### src/egp_pkg.sv
package egp_pkg;

  localparam int unsigned NumCpusDefault   = 8;
  localparam int unsigned QueueDepthDefault = 16;

  localparam int unsigned FnWidth    = 64;
  localparam int unsigned ArgWidth   = 64;
  localparam int unsigned EpochWidth = 32;
  localparam int unsigned DepthWidth = 16;
  localparam int unsigned OnlineWidth = 4;

  localparam logic [DepthWidth-1:0] DepthMax = '1;
  localparam logic [EpochWidth-1:0] EpochReset = EpochWidth'(1);
  localparam logic [OnlineWidth-1:0] OnlineReset = OnlineWidth'(1);

  // request codes
  localparam logic [2:0] ReqEnter   = 3'd0;
  localparam logic [2:0] ReqLeave   = 3'd1;
  localparam logic [2:0] ReqEnqueue = 3'd2;
  localparam logic [2:0] ReqTick    = 3'd3;
  localparam logic [2:0] ReqIdle    = 3'd4;
  localparam logic [2:0] ReqPoll    = 3'd5;

  // status codes
  localparam logic [1:0] StOk       = 2'd0;
  localparam logic [1:0] StRefused  = 2'd1;
  localparam logic [1:0] StCpuIgn   = 2'd2;
  localparam logic [1:0] StNotQuiet = 2'd3;

  typedef struct packed {
    logic [FnWidth-1:0]  fn;
    logic [ArgWidth-1:0] arg;
  } entry_t;

endpackage

### src/egp_queue.sv
module egp_queue #(
  parameter int unsigned QueueDepth = egp_pkg::QueueDepthDefault,
  localparam int unsigned AW = (QueueDepth > 1) ? $clog2(QueueDepth) : 1
) (
  input  logic           clk_i,
  input  logic           wr_en_i,
  input  logic [AW-1:0]  wr_addr_i,
  input  egp_pkg::entry_t wr_data_i,
  input  logic           rd_en_i,
  input  logic [AW-1:0]  rd_addr_i,
  output egp_pkg::entry_t rd_data_o
);
  import egp_pkg::*;

  entry_t mem_q [QueueDepth];
  entry_t rd_q;

  always_ff @(posedge clk_i) begin
    if (wr_en_i) begin
      mem_q[wr_addr_i] <= wr_data_i;
    end
  end

  always_ff @(posedge clk_i) begin
    if (rd_en_i) begin
      rd_q <= mem_q[rd_addr_i];
    end
  end

  assign rd_data_o = rd_q;

endmodule

### src/epoch_grace_period_tracker.sv
// Grace period tracker: read enter/leave, enqueue, tick, idle and unknown requests each
// give one result; a poll scans one CPU mark a cycle and, if every online mark is current,
// walks the callback queue one entry at a time through its read and write ports.
// One item at a time: the input is ready only when idle and the result register is free.
// Reset (async, active low) sets epoch 1, online_cpus 1, clears marks, depths and counts;
// queue contents are left undefined and never read before they are written.
module epoch_grace_period_tracker #(
  parameter int unsigned NumCpus    = egp_pkg::NumCpusDefault,
  parameter int unsigned QueueDepth = egp_pkg::QueueDepthDefault,
  localparam int unsigned CW = $clog2(QueueDepth + 1)
) (
  input  logic                            clk_i,
  input  logic                            rst_ni,
  input  logic                            cfg_valid_i,
  output logic                            cfg_ready_o,
  input  logic [egp_pkg::OnlineWidth-1:0] cfg_data_i,
  input  logic                            in_valid_i,
  output logic                            in_ready_o,
  input  logic [2:0]                      req_type_i,
  input  logic [7:0]                      cpu_index_i,
  input  logic [egp_pkg::FnWidth-1:0]     callback_fn_i,
  input  logic [egp_pkg::ArgWidth-1:0]    callback_arg_i,
  output logic                            out_valid_o,
  input  logic                            out_ready_i,
  output logic [1:0]                      status_o,
  output logic                            released_valid_o,
  output logic [egp_pkg::FnWidth-1:0]     released_fn_o,
  output logic [egp_pkg::ArgWidth-1:0]    released_arg_o,
  output logic                            epoch_advanced_o,
  output logic                            last_o,
  output logic [egp_pkg::EpochWidth-1:0]  current_epoch_o,
  output logic [CW-1:0]                   queued_count_o,
  output logic [egp_pkg::EpochWidth-1:0]  completed_count_o
);
  import egp_pkg::*;

  localparam int unsigned AW   = (QueueDepth > 1) ? $clog2(QueueDepth) : 1;
  localparam int unsigned CPUW = (NumCpus > 1) ? $clog2(NumCpus) : 1;
  localparam int unsigned SW   = $clog2(NumCpus + 1);

  typedef enum logic [5:0] {
    S_IDLE  = 6'b000001,
    S_CHECK = 6'b000010,
    S_NOTQ  = 6'b000100,
    S_RD    = 6'b001000,
    S_USE   = 6'b010000,
    S_CLOSE = 6'b100000
  } state_e;

  typedef struct packed {
    logic [1:0]          status;
    logic                rel_valid;
    logic [FnWidth-1:0]  fn;
    logic [ArgWidth-1:0] arg;
    logic                adv;
    logic                last;
    logic [EpochWidth-1:0] epoch;
    logic [CW-1:0]       queued;
    logic [EpochWidth-1:0] total;
  } result_t;

  state_e state_q, state_d;
  logic [OnlineWidth-1:0] online_q;
  logic [EpochWidth-1:0]  epoch_q, epoch_d;
  logic [EpochWidth-1:0]  total_q, total_d;
  logic [CW-1:0]          count_q, count_d;
  // entries stamped with the current epoch always form the tail of the queue
  logic [CW-1:0]          fresh_q, fresh_d;
  logic [CW-1:0]          rel_q, rel_d;
  logic [CW-1:0]          cnt_q, cnt_d;
  logic [CW-1:0]          idx_q, idx_d;
  logic [SW-1:0]          scan_q, scan_d;
  logic [EpochWidth-1:0]  mark_q  [NumCpus];
  logic [DepthWidth-1:0]  depth_q [NumCpus];

  logic                   out_valid_q;
  result_t                out_q, out_d;
  logic                   out_load, out_free;

  logic                   depth_we, mark_we;
  logic [DepthWidth-1:0]  depth_wdata;
  logic [CPUW-1:0]        cpu_sel;
  logic                   cpu_ok;
  logic [SW-1:0]          scan_lim;

  logic                   q_we, q_re;
  logic [AW-1:0]          q_waddr;
  entry_t                 q_wdata, q_rdata;

  assign cfg_ready_o = 1'b1;
  assign out_free    = !out_valid_q || out_ready_i;
  assign in_ready_o  = (state_q == S_IDLE) && out_free;

  assign cpu_sel  = cpu_index_i[CPUW-1:0];
  assign cpu_ok   = (32'(cpu_index_i) < NumCpus) && (32'(cpu_index_i) < 32'(online_q));
  assign scan_lim = (32'(online_q) < NumCpus) ? SW'(online_q) : SW'(NumCpus);

  egp_queue #(.QueueDepth(QueueDepth)) u_queue (
    .clk_i     (clk_i),
    .wr_en_i   (q_we),
    .wr_addr_i (q_waddr),
    .wr_data_i (q_wdata),
    .rd_en_i   (q_re),
    .rd_addr_i (idx_q[AW-1:0]),
    .rd_data_o (q_rdata)
  );

  always_comb begin
    state_d     = state_q;
    epoch_d     = epoch_q;
    total_d     = total_q;
    count_d     = count_q;
    fresh_d     = fresh_q;
    rel_d       = rel_q;
    cnt_d       = cnt_q;
    idx_d       = idx_q;
    scan_d      = scan_q;
    depth_we    = 1'b0;
    mark_we     = 1'b0;
    depth_wdata = depth_q[cpu_sel];
    q_we        = 1'b0;
    q_re        = 1'b0;
    q_waddr     = count_q[AW-1:0];
    q_wdata     = '{fn: callback_fn_i, arg: callback_arg_i};
    out_load    = 1'b0;
    out_d       = '0;
    out_d.last  = 1'b1;

    unique case (state_q)
      S_IDLE: begin
        if (in_valid_i && in_ready_o) begin
          out_load = 1'b1;
          unique case (req_type_i)
            ReqEnter, ReqLeave, ReqTick, ReqIdle: begin
              if (!cpu_ok) begin
                out_d.status = StCpuIgn;
              end else begin
                unique case (req_type_i)
                  ReqEnter: begin
                    depth_we = 1'b1;
                    if (depth_q[cpu_sel] != DepthMax) begin
                      depth_wdata = depth_q[cpu_sel] + DepthWidth'(1);
                    end
                  end
                  ReqLeave: begin
                    depth_we = 1'b1;
                    if (depth_q[cpu_sel] != '0) begin
                      depth_wdata = depth_q[cpu_sel] - DepthWidth'(1);
                    end
                  end
                  ReqTick: mark_we = (depth_q[cpu_sel] == '0);
                  default: mark_we = 1'b1;
                endcase
              end
            end
            ReqEnqueue: begin
              if (callback_fn_i == '0 || 32'(count_q) >= QueueDepth) begin
                out_d.status = StRefused;
              end else begin
                q_we    = 1'b1;
                count_d = count_q + CW'(1);
                fresh_d = fresh_q + CW'(1);
              end
            end
            ReqPoll: begin
              // hold the result until the mark scan decides
              out_load = 1'b0;
              scan_d   = '0;
              state_d  = S_CHECK;
            end
            default: ;
          endcase
        end
      end
      S_CHECK: begin
        if (scan_q == scan_lim) begin
          // grace period closed: settle the final counts before any result leaves
          rel_d   = count_q - fresh_q;
          cnt_d   = count_q;
          idx_d   = '0;
          count_d = fresh_q;
          fresh_d = '0;
          epoch_d = epoch_q + EpochWidth'(1);
          total_d = total_q + EpochWidth'(count_q - fresh_q);
          state_d = (count_q == fresh_q) ? S_CLOSE : S_RD;
        end else if (mark_q[scan_q[CPUW-1:0]] != epoch_q) begin
          state_d = S_NOTQ;
        end else begin
          scan_d = scan_q + SW'(1);
        end
      end
      S_NOTQ: begin
        if (out_free) begin
          out_load     = 1'b1;
          out_d.status = StNotQuiet;
          state_d      = S_IDLE;
        end
      end
      S_RD: begin
        q_re    = 1'b1;
        state_d = S_USE;
      end
      S_USE: begin
        if (idx_q < rel_q) begin
          if (out_free) begin
            out_load        = 1'b1;
            out_d.rel_valid = 1'b1;
            out_d.fn        = q_rdata.fn;
            out_d.arg       = q_rdata.arg;
            out_d.last      = 1'b0;
            idx_d           = idx_q + CW'(1);
            state_d         = (idx_q + CW'(1) == cnt_q) ? S_CLOSE : S_RD;
          end
        end else begin
          // shift a survivor down to the head
          q_we    = 1'b1;
          q_waddr = AW'(idx_q - rel_q);
          q_wdata = q_rdata;
          idx_d   = idx_q + CW'(1);
          state_d = (idx_q + CW'(1) == cnt_q) ? S_CLOSE : S_RD;
        end
      end
      S_CLOSE: begin
        if (out_free) begin
          out_load  = 1'b1;
          out_d.adv = 1'b1;
          state_d   = S_IDLE;
        end
      end
      default: state_d = S_IDLE;
    endcase

    out_d.epoch  = epoch_q;
    out_d.queued = count_d;
    out_d.total  = total_q;
  end

  always_ff @(posedge clk_i or negedge rst_ni) begin
    if (!rst_ni) begin
      state_q  <= S_IDLE;
      online_q <= OnlineReset;
      epoch_q  <= EpochReset;
      total_q  <= '0;
      count_q  <= '0;
      fresh_q  <= '0;
      rel_q    <= '0;
      cnt_q    <= '0;
      idx_q    <= '0;
      scan_q   <= '0;
      for (int i = 0; i < NumCpus; i++) begin
        mark_q[i]  <= '0;
        depth_q[i] <= '0;
      end
    end else begin
      state_q <= state_d;
      if (cfg_valid_i && cfg_ready_o) begin
        online_q <= cfg_data_i;
      end
      epoch_q <= epoch_d;
      total_q <= total_d;
      count_q <= count_d;
      fresh_q <= fresh_d;
      rel_q   <= rel_d;
      cnt_q   <= cnt_d;
      idx_q   <= idx_d;
      scan_q  <= scan_d;
      if (depth_we) begin
        depth_q[cpu_sel] <= depth_wdata;
      end
      if (mark_we) begin
        mark_q[cpu_sel] <= epoch_q;
      end
    end
  end

  // result register: drop on transfer, load when free
  always_ff @(posedge clk_i or negedge rst_ni) begin
    if (!rst_ni) begin
      out_valid_q <= 1'b0;
    end else if (out_load) begin
      out_valid_q <= 1'b1;
    end else if (out_ready_i) begin
      out_valid_q <= 1'b0;
    end
  end

  always_ff @(posedge clk_i) begin
    if (out_load) begin
      out_q <= out_d;
    end
  end

  assign out_valid_o       = out_valid_q;
  assign status_o          = out_q.status;
  assign released_valid_o  = out_q.rel_valid;
  assign released_fn_o     = out_q.fn;
  assign released_arg_o    = out_q.arg;
  assign epoch_advanced_o  = out_q.adv;
  assign last_o            = out_q.last;
  assign current_epoch_o   = out_q.epoch;
  assign queued_count_o    = out_q.queued;
  assign completed_count_o = out_q.total;

endmodule

### config.mk
export PLATFORM = sky130hd
export DESIGN_NAME = epoch_grace_period_tracker
export DESIGN_NICKNAME = d
export VERILOG_FILES = /design/src/egp_pkg.sv /design/src/egp_queue.sv /design/src/epoch_grace_period_tracker.sv
export SDC_FILE = /design/constraint.sdc
export NUM_CORES = 2
export LEC_CHECK = 0
export CORE_MARGIN = 5
export CORE_UTILIZATION = 57
export CTS_CLUSTER_DIAMETER = 120
export DETAILED_ROUTE_END_ITERATION = 7
export DONT_BUFFER_PORTS = 1
export PLACE_DENSITY = 0.72
export SLEW_MARGIN = 0
export SYNTH_ARGS = -nofsm -noshare
export SYNTH_HDL_FRONTEND = slang
export SYNTH_HIERARCHICAL = 1
export SYNTH_SLANG_ARGS = --single-unit
### constraint.sdc
create_clock -name clk_i -period 37.9 [get_ports clk_i]
set_clock_uncertainty 0.15 [all_clocks]
set_input_delay 3.79 -clock clk_i [delete_from_list [all_inputs] [get_ports clk_i]]
set_output_delay 3.79 -clock clk_i [all_outputs]
set_load 0.01 [all_outputs]
==> Word level (Yosys, flattened, before mapping) <==
Memories as Yosys holds them, arrays and structs flattened. A register that Yosys moved wholly into a read port is not among the register bits.
Cells that the tools add are included.
{ "word_totals": {"regBits": 690, "ramBits": 2048, "in_bits": 148, "output_inout_bits": 205, "wordCells": 193, "memories": 1} }
{ "mem_list": {"columns": ["name", "words", "word_bits", "read_ports", "rd_ports_with_merged_regs", "wr", "line", "rtl"], "rows": [
  ["u_queue.mem_q", 16, 128, 1, 1, 1, "egp_queue.sv:15", "entry_t mem_q [QueueDepth];"]
]} }
{ "classes": {"addsub": 11, "order_cmp": 8, "eq_ne": 26, "muxes": 85, "n_bitwise": 2, "n_reduce_logical": 24} }
{ "op_table": {"columns": ["operator", "count"], "rows": [
  ["bitwise mux 256 bit", 1],
  ["2-to-1 mux 128 bit", 2],
  ["2-to-1 mux 16 bit", 9],
  ["2-to-1 mux 129 bit", 1],
  ["bitwise mux 128 bit", 1],
  ["binary-select mux 32 bit (select 3 bit)", 1],
  ["demux 32 bit (select 3 bit)", 1],
  ["2-to-1 mux 32 bit", 3],
  ["zero test 64 bit", 1],
  ["2-to-1 mux 6 bit", 9],
  ["2-to-1 mux 5 bit", 10],
  ["binary-select mux 16 bit (select 3 bit)", 1],
  ["demux 16 bit (select 3 bit)", 1],
  ["adder 32 x 1 -> 32 bit, second input constant", 1],
  ["adder 32 bit", 1],
  ["!= test 32 bit", 1],
  ["case mux 16 bit (2 select lines)", 1],
  ["case mux 5 bit (2 select lines)", 3],
  ["case mux 6 bit (5 select lines)", 1],
  ["2-to-1 mux 4 bit", 7],
  ["2-to-1 mux 1 bit", 24],
  ["adder 16 x 1 -> 16 bit, second input constant", 1],
  ["zero test 16 bit", 1],
  ["!= test 16 bit, second input constant", 1],
  ["44 further kinds", 73]
]} }

==> Logic depth before layout (Yosys ltp) <==
{ "depth": {"depth_word": 12, "mapped_depth": 17} }

==> Cells and area by module <==
Netlist, hierarchy kept.
{ "by_module_without_submodules": {"columns": ["module", "instances", "cells_per_inst", "area_per_inst_um2", "seq_area_each_um2"], "rows": [
  ["egp_queue", 1, 3365, 80612.3, 65342.7],
  ["epoch_grace_period_tracker", 1, 3011, 34212.8, 18281.3]
]} }

==> Least setup slack after synthesis <==
Ideal clock, no wire load.
{ "synth_timing": {"path_kind": "input port to flip-flop", "from": "in req_type_i[0]", "to": "mem u_queue/mem_q[0][0] (netlist bit) (enable)", "setup_time_ns": 0.772, "arrival_ns": 13.795, "required_ns": 36.978, "setup_slack_ns": 23.184, "cell_stages": 8, "cell_sequence": "clkbuf_1 -> clkinv_1 -> nand2_1 -> nor3_1 -> nand2_1 -> nand2_1 -> or3b_2 -> nor3_1"} }
{ "synth_via": {"elab_chain_cells": 6} }
{ "synth_rtl": {"columns": ["item", "line", "rtl"], "rows": [
  ["start: declaration", "epoch_grace_period_tracker.sv:19", "input logic [2:0] req_type_i,"],
  ["== test 3 x 2 -> 1 bit", "epoch_grace_period_tracker.sv:133", "unique case (req_type_i)"],
  ["2-to-1 mux 1 bit", "epoch_grace_period_tracker.sv:133", null],
  ["2-to-1 mux 1 bit", "epoch_grace_period_tracker.sv:131", "if (in_valid_i && in_ready_o) begin"],
  ["case mux 1 bit (2 select lines)", "epoch_grace_period_tracker.sv:129", "unique case (state_q)"],
  ["via q_we", "epoch_grace_period_tracker.sv:86", "logic q_we, q_re;"],
  ["2-to-1 mux 1 bit", "egp_queue.sv:19", "if (wr_en_i) begin"],
  ["2-to-1 mux 1 bit (not written as such)", "egp_queue.sv:20", "mem_q[wr_addr_i] <= wr_data_i;"],
  ["end: declaration", "egp_queue.sv:15", null]
]} }
The timed path passes the listed nets, and every way through them passes these cells.

==> Worst setup path after layout <==
{ "layout_timing": {"from": "in callback_fn_i[35] (netlist bit)", "to": "mem u_queue/mem_q[9][82] (netlist bit) (enable)"} }
{ "layout_via": {"elab_chain_cells": 8} }
{ "layout_rtl": {"columns": ["item", "line", "rtl"], "rows": [
  ["start: declaration", "epoch_grace_period_tracker.sv:21", "input logic [egp_pkg::FnWidth-1:0] callback_fn_i,"],
  ["zero test 64 bit", "epoch_grace_period_tracker.sv:157", "if (callback_fn_i == '0 || 32'(count_q) >= QueueDepth) begin"],
  ["logical OR 1 bit", "epoch_grace_period_tracker.sv:157", null],
  ["2-to-1 mux 1 bit", "epoch_grace_period_tracker.sv:157", null],
  ["2-to-1 mux 1 bit", "epoch_grace_period_tracker.sv:133", null],
  ["2-to-1 mux 1 bit", "epoch_grace_period_tracker.sv:131", null],
  ["case mux 1 bit (2 select lines)", "epoch_grace_period_tracker.sv:129", null],
  ["via q_we", "epoch_grace_period_tracker.sv:86", null],
  ["2-to-1 mux 1 bit", "egp_queue.sv:19", null],
  ["2-to-1 mux 1 bit (not written as such)", "egp_queue.sv:20", null]
]} }
The timed path passes the listed nets, and every way through them passes these cells.

==> flow_summary.json <==
{
  "gp_congestion": 0.890,
  "crit_chain": "nor4_2, buf_4, nand4_1, nor4_1, buf_4, nor2_1, nand2_1, nand2_1, nand3b_1, nor2_4, buf_4, buf_4",
  "worst_setup_path_end_kind": "register",
  "synth.cell_area_mm2": 0.115,
  "arrival_ns": 8.66,
  "portBuffers": 0,
  "r2r_start": "idx_q[0]",
  "syn-num-nets": 6579,
  "die_width_um": 459,
  "final_antenna_net_count": 0,
  "crit_family": "simple AND/OR/NAND/NOR gates",
  "via_per_inst": 6.47,
  "netlist.top_cell.by_area": "edfxtp_1",
  "ys_seq_elements": 2866,
  "cts_resized": 0,
  "netlist.area_leader.share": 0.622,
  "relSlewSlack": -0.197,
  "die-area_mm2": 0.211,
  "grt_max_degree": 489,
  "core_area_mm2": 0.200,
  "grt_use_total": 0.257,
  "drive_above_1_share": 0.176,
  "critPathLaunchType": "input pin",
  "wl_per_cell_um": 29.1,
  "clkPwrFrac": 0.413,
  "fin_nets": 6638,
  "ys.flop_type": "edfxtp_1",
  "ys_types": 79,
  "post-route-util": 0.634,
  "worstPathRequired_ns": 38.25,
  "path_max_fanout": 54,
  "grt_pass1_wl_um": 403000,
  "drv_cap": 0,
  "antenna_found_initial": 12,
  "synth_xor_area_frac": 0.00740,
  "grt_pass1_vias": 61200,
  "cts_tree": "yes",
  "rrSetupSlack_ns": 30.28,
  "worstSetupPathType": "input pin to register",
  "cts_hold_buf": 0,
  "initial_utilization": 0.574,
  "p_int_uw": 5220,
  "placed_area_mm2": 0.118,
  "cts-root-buf": "clkbuf_16",
  "async_flop_share": 0.170,
  "wl_um": 271000,
  "drv_slew": 154,
  "dr_total_vias": 60200,
  "worstRegToRegCells": 14,
  "insertion_delay_ns": 0.91,
  "hold_path_depth": 2,
  "ys_seq_area_frac": 0.728,
  "combPwrFrac": 0.051,
  "vdd_drop_max_uv": 59.4,
  "syn2layout_area_growth_pct": 10.4,
  "fmax_mhz": 120,
  "synth-simple-area-share": 0.0508,
  "fillers": 13500,
  "rows": 164,
  "period_needed_ns": 8.31,
  "first_iter_violations": 6752,
  "status": "complete, but fails checks",
  "dieHeight_um": 459,
  "synth_compound_area_frac": 0.0398,
  "hp-class": "register to register",
  "regArea_mm2": 0.0836,
  "switchingPower_uw": 1480,
  "dr.pass1.iters": 8,
  "cp_slowest_cell": "nor2_4",
  "tightest_slew_ns": 1.80,
  "clkSinkCount": 2866,
  "postSynthCellCount": 6376,
  "synth_edf_count": 2378,
  "path_buf_inv": 4,
  "endpoint": "u_queue/mem_q[9][82]",
  "p_seq_frac": 0.536,
  "cpPeakStageDelay_ns": 1.05,
  "h-tree-depth": 5,
  "rsz0062_at_grt": "no",
  "multi_input_area_mm2": 0.0296,
  "p_sw_frac": 0.220,
  "r2r_end": "u_queue/mem_q[9][82]",
  "power_leakage_uw": 0.0436,
  "power_density_mw_per_mm2": 52.8,
  "yosys_warnings": 6,
  "hpwlAfterDp_um": 147000,
  "final_cell_mix": "2378 x edfxtp_1, 745 x nand2_1, 548 x mux4_2, 479 x dfrtp_1, 307 x clkbuf_16",
  "synth_top_family_by_area": "multiplexers",
  "crit_cells": 12,
  "cts-buffers-inserted": 303,
  "critPathMostFrequentCell": "buf_4",
  "hold_viol_final": 0,
  "io_pins": 353,
  "finalCritPeriodShare": 0.219,
  "fin_area_mm2": 0.127,
  "post-cts-setup-buffers": 0,
  "min-delay-start": "depth_q[56]",
  "grt_overflow_total": 0,
  "tns_ns": 0,
  "synth_fa_ha_area_frac": 0.00619,
  "cts.path.max_buffers": 4,
  "cts.clk_slew.worst_paths_ns": 0.06,
  "finalSetupViolCount": 0,
  "crit_path_start": "callback_fn_i[35]",
  "drc": 1,
  "synth.avg_cell_area_um2": 18.0,
  "final_common_cell": "edfxtp_1",
  "synth.area.mux_share": 0.151,
  "violations": "design-rule violations, max-slew violations",
  "synth_area_leaders": "edfxtp_1 62%, mux4_2 11%, dfrtp_1 11%"
}
## stage by stage
step	power (uW)	instances	setup slack [ns]	hold slack, ns
6_report	6700	9299	29.59	0.324
4_1_cts	6750	9290	29.59	0.330
3_3_place_gp	3990	8786	28.75	0.305
5_1_grt	6920	9293	29.50	0.339
3_5_place_dp	4000	8786	28.65	0.318
2_1_floorplan	3890	6376	23.18	0.273
## power by group through the flow
stage	Clock (uW)	Combinational, uW	Sequential, uW
finish	2770	338	3590
detailed placement	0	339	3660
global route	2950	374	3600
global placement	0	330	3660
CTS	2810	341	3590
floorplan	0	247	3650
## synthesized netlist by cell type (25+ instances only)
cell type	count
mux2i_1	165
mux2_1	258
nand3_1	51
a22oi_1	244
o22ai_1	26
a21oi_1	97
nor2_1	100
xor2_1	35
o21ai_0	158
nor3_1	28
buf_2	58
a211oi_1	29
o211ai_1	25
xnor2_1	62
ha_1	52
mux4_2	548
buf_4	36
nand2_1	747
clkbuf_1	215
mux2_2	42
dfrtp_1	485
nor4_1	30
edfxtp_1	2378
nand4_1	38
and2_1	141
inv_1	42
## cell type report
| class | count | area share |
|---|---|---|
| Antenna cell | 9 | 0.000178 |
| Inverter | 45 | 0.00133 |
| Timing Repair Buffer | 106 | 0.00756 |
| Multi-Input combinational cell | 3113 | 0.233 |
| Sequential cell | 2866 | 0.660 |
| Clock inverter | 137 | 0.00878 |
| Tap cell | 2656 | 0.0262 |
| Clock buffer | 367 | 0.0630 |
## metal layers
layer | up-vias | part of all wire | track usage
met5 | - | 0.000077 | 0
met1 | 31500 | 0.39 | 0.360
met3 | 510 | 0.081 | 0.0441
li1 | 25300 | - | -
met2 | 2879 | 0.49 | 0.414
met4 | 4 | 0.038 | 0.0913
## flip-flops by register name, summed over array words and instances, names as in the netlist, 6 cells and up
register / cells
completed_count_o: 32
epoch_q: 32
u_queue/mem_q: 2048
state_q: 6
current_epoch_o: 32
released_fn_o: 64
u_queue/rd_data_o: 128
mark_q: 256
released_arg_o: 64
total_q: 32
depth_q: 128
## kinds of logic after synthesis
family,Yosys count
adders and majority gates,55
other,1
DFF,2866
xor gates and xnor gates,97
and+or+nand+nor,1259
muxes,1013
buffers and inverters,397
AOI/OAI and AO/OA,688
## how the worst min path moves through the flow
| stage | end | slack [ns] |
|---|---|---|
| finish | depth_q[56] | 0.32 |
| global route | mark_q[159] | 0.34 |
| CTS | depth_q[22] | 0.33 |
| detailed placement | depth_q[22] | 0.32 |
| global placement | depth_q[91] | 0.31 |
| floorplan | current_epoch_o[31] | 0.27 |
## worst register-to-register path: stages (launching register included)
cell	delay (ns)
dfrtp_4	1.03
inv_1	0.12
ha_1	0.24
nor2b_1	0.11
o21ai_0	0.09
a21boi_0	0.28
o21ai_1	0.37
a21oi_4	0.27
buf_4	0.61
nor2_1	0.10
a21oi_1	0.62
nand2b_1	0.40
nor2_4	1.01
buf_4	0.95
buf_4	0.84
(Power assumes the default switching activity.)
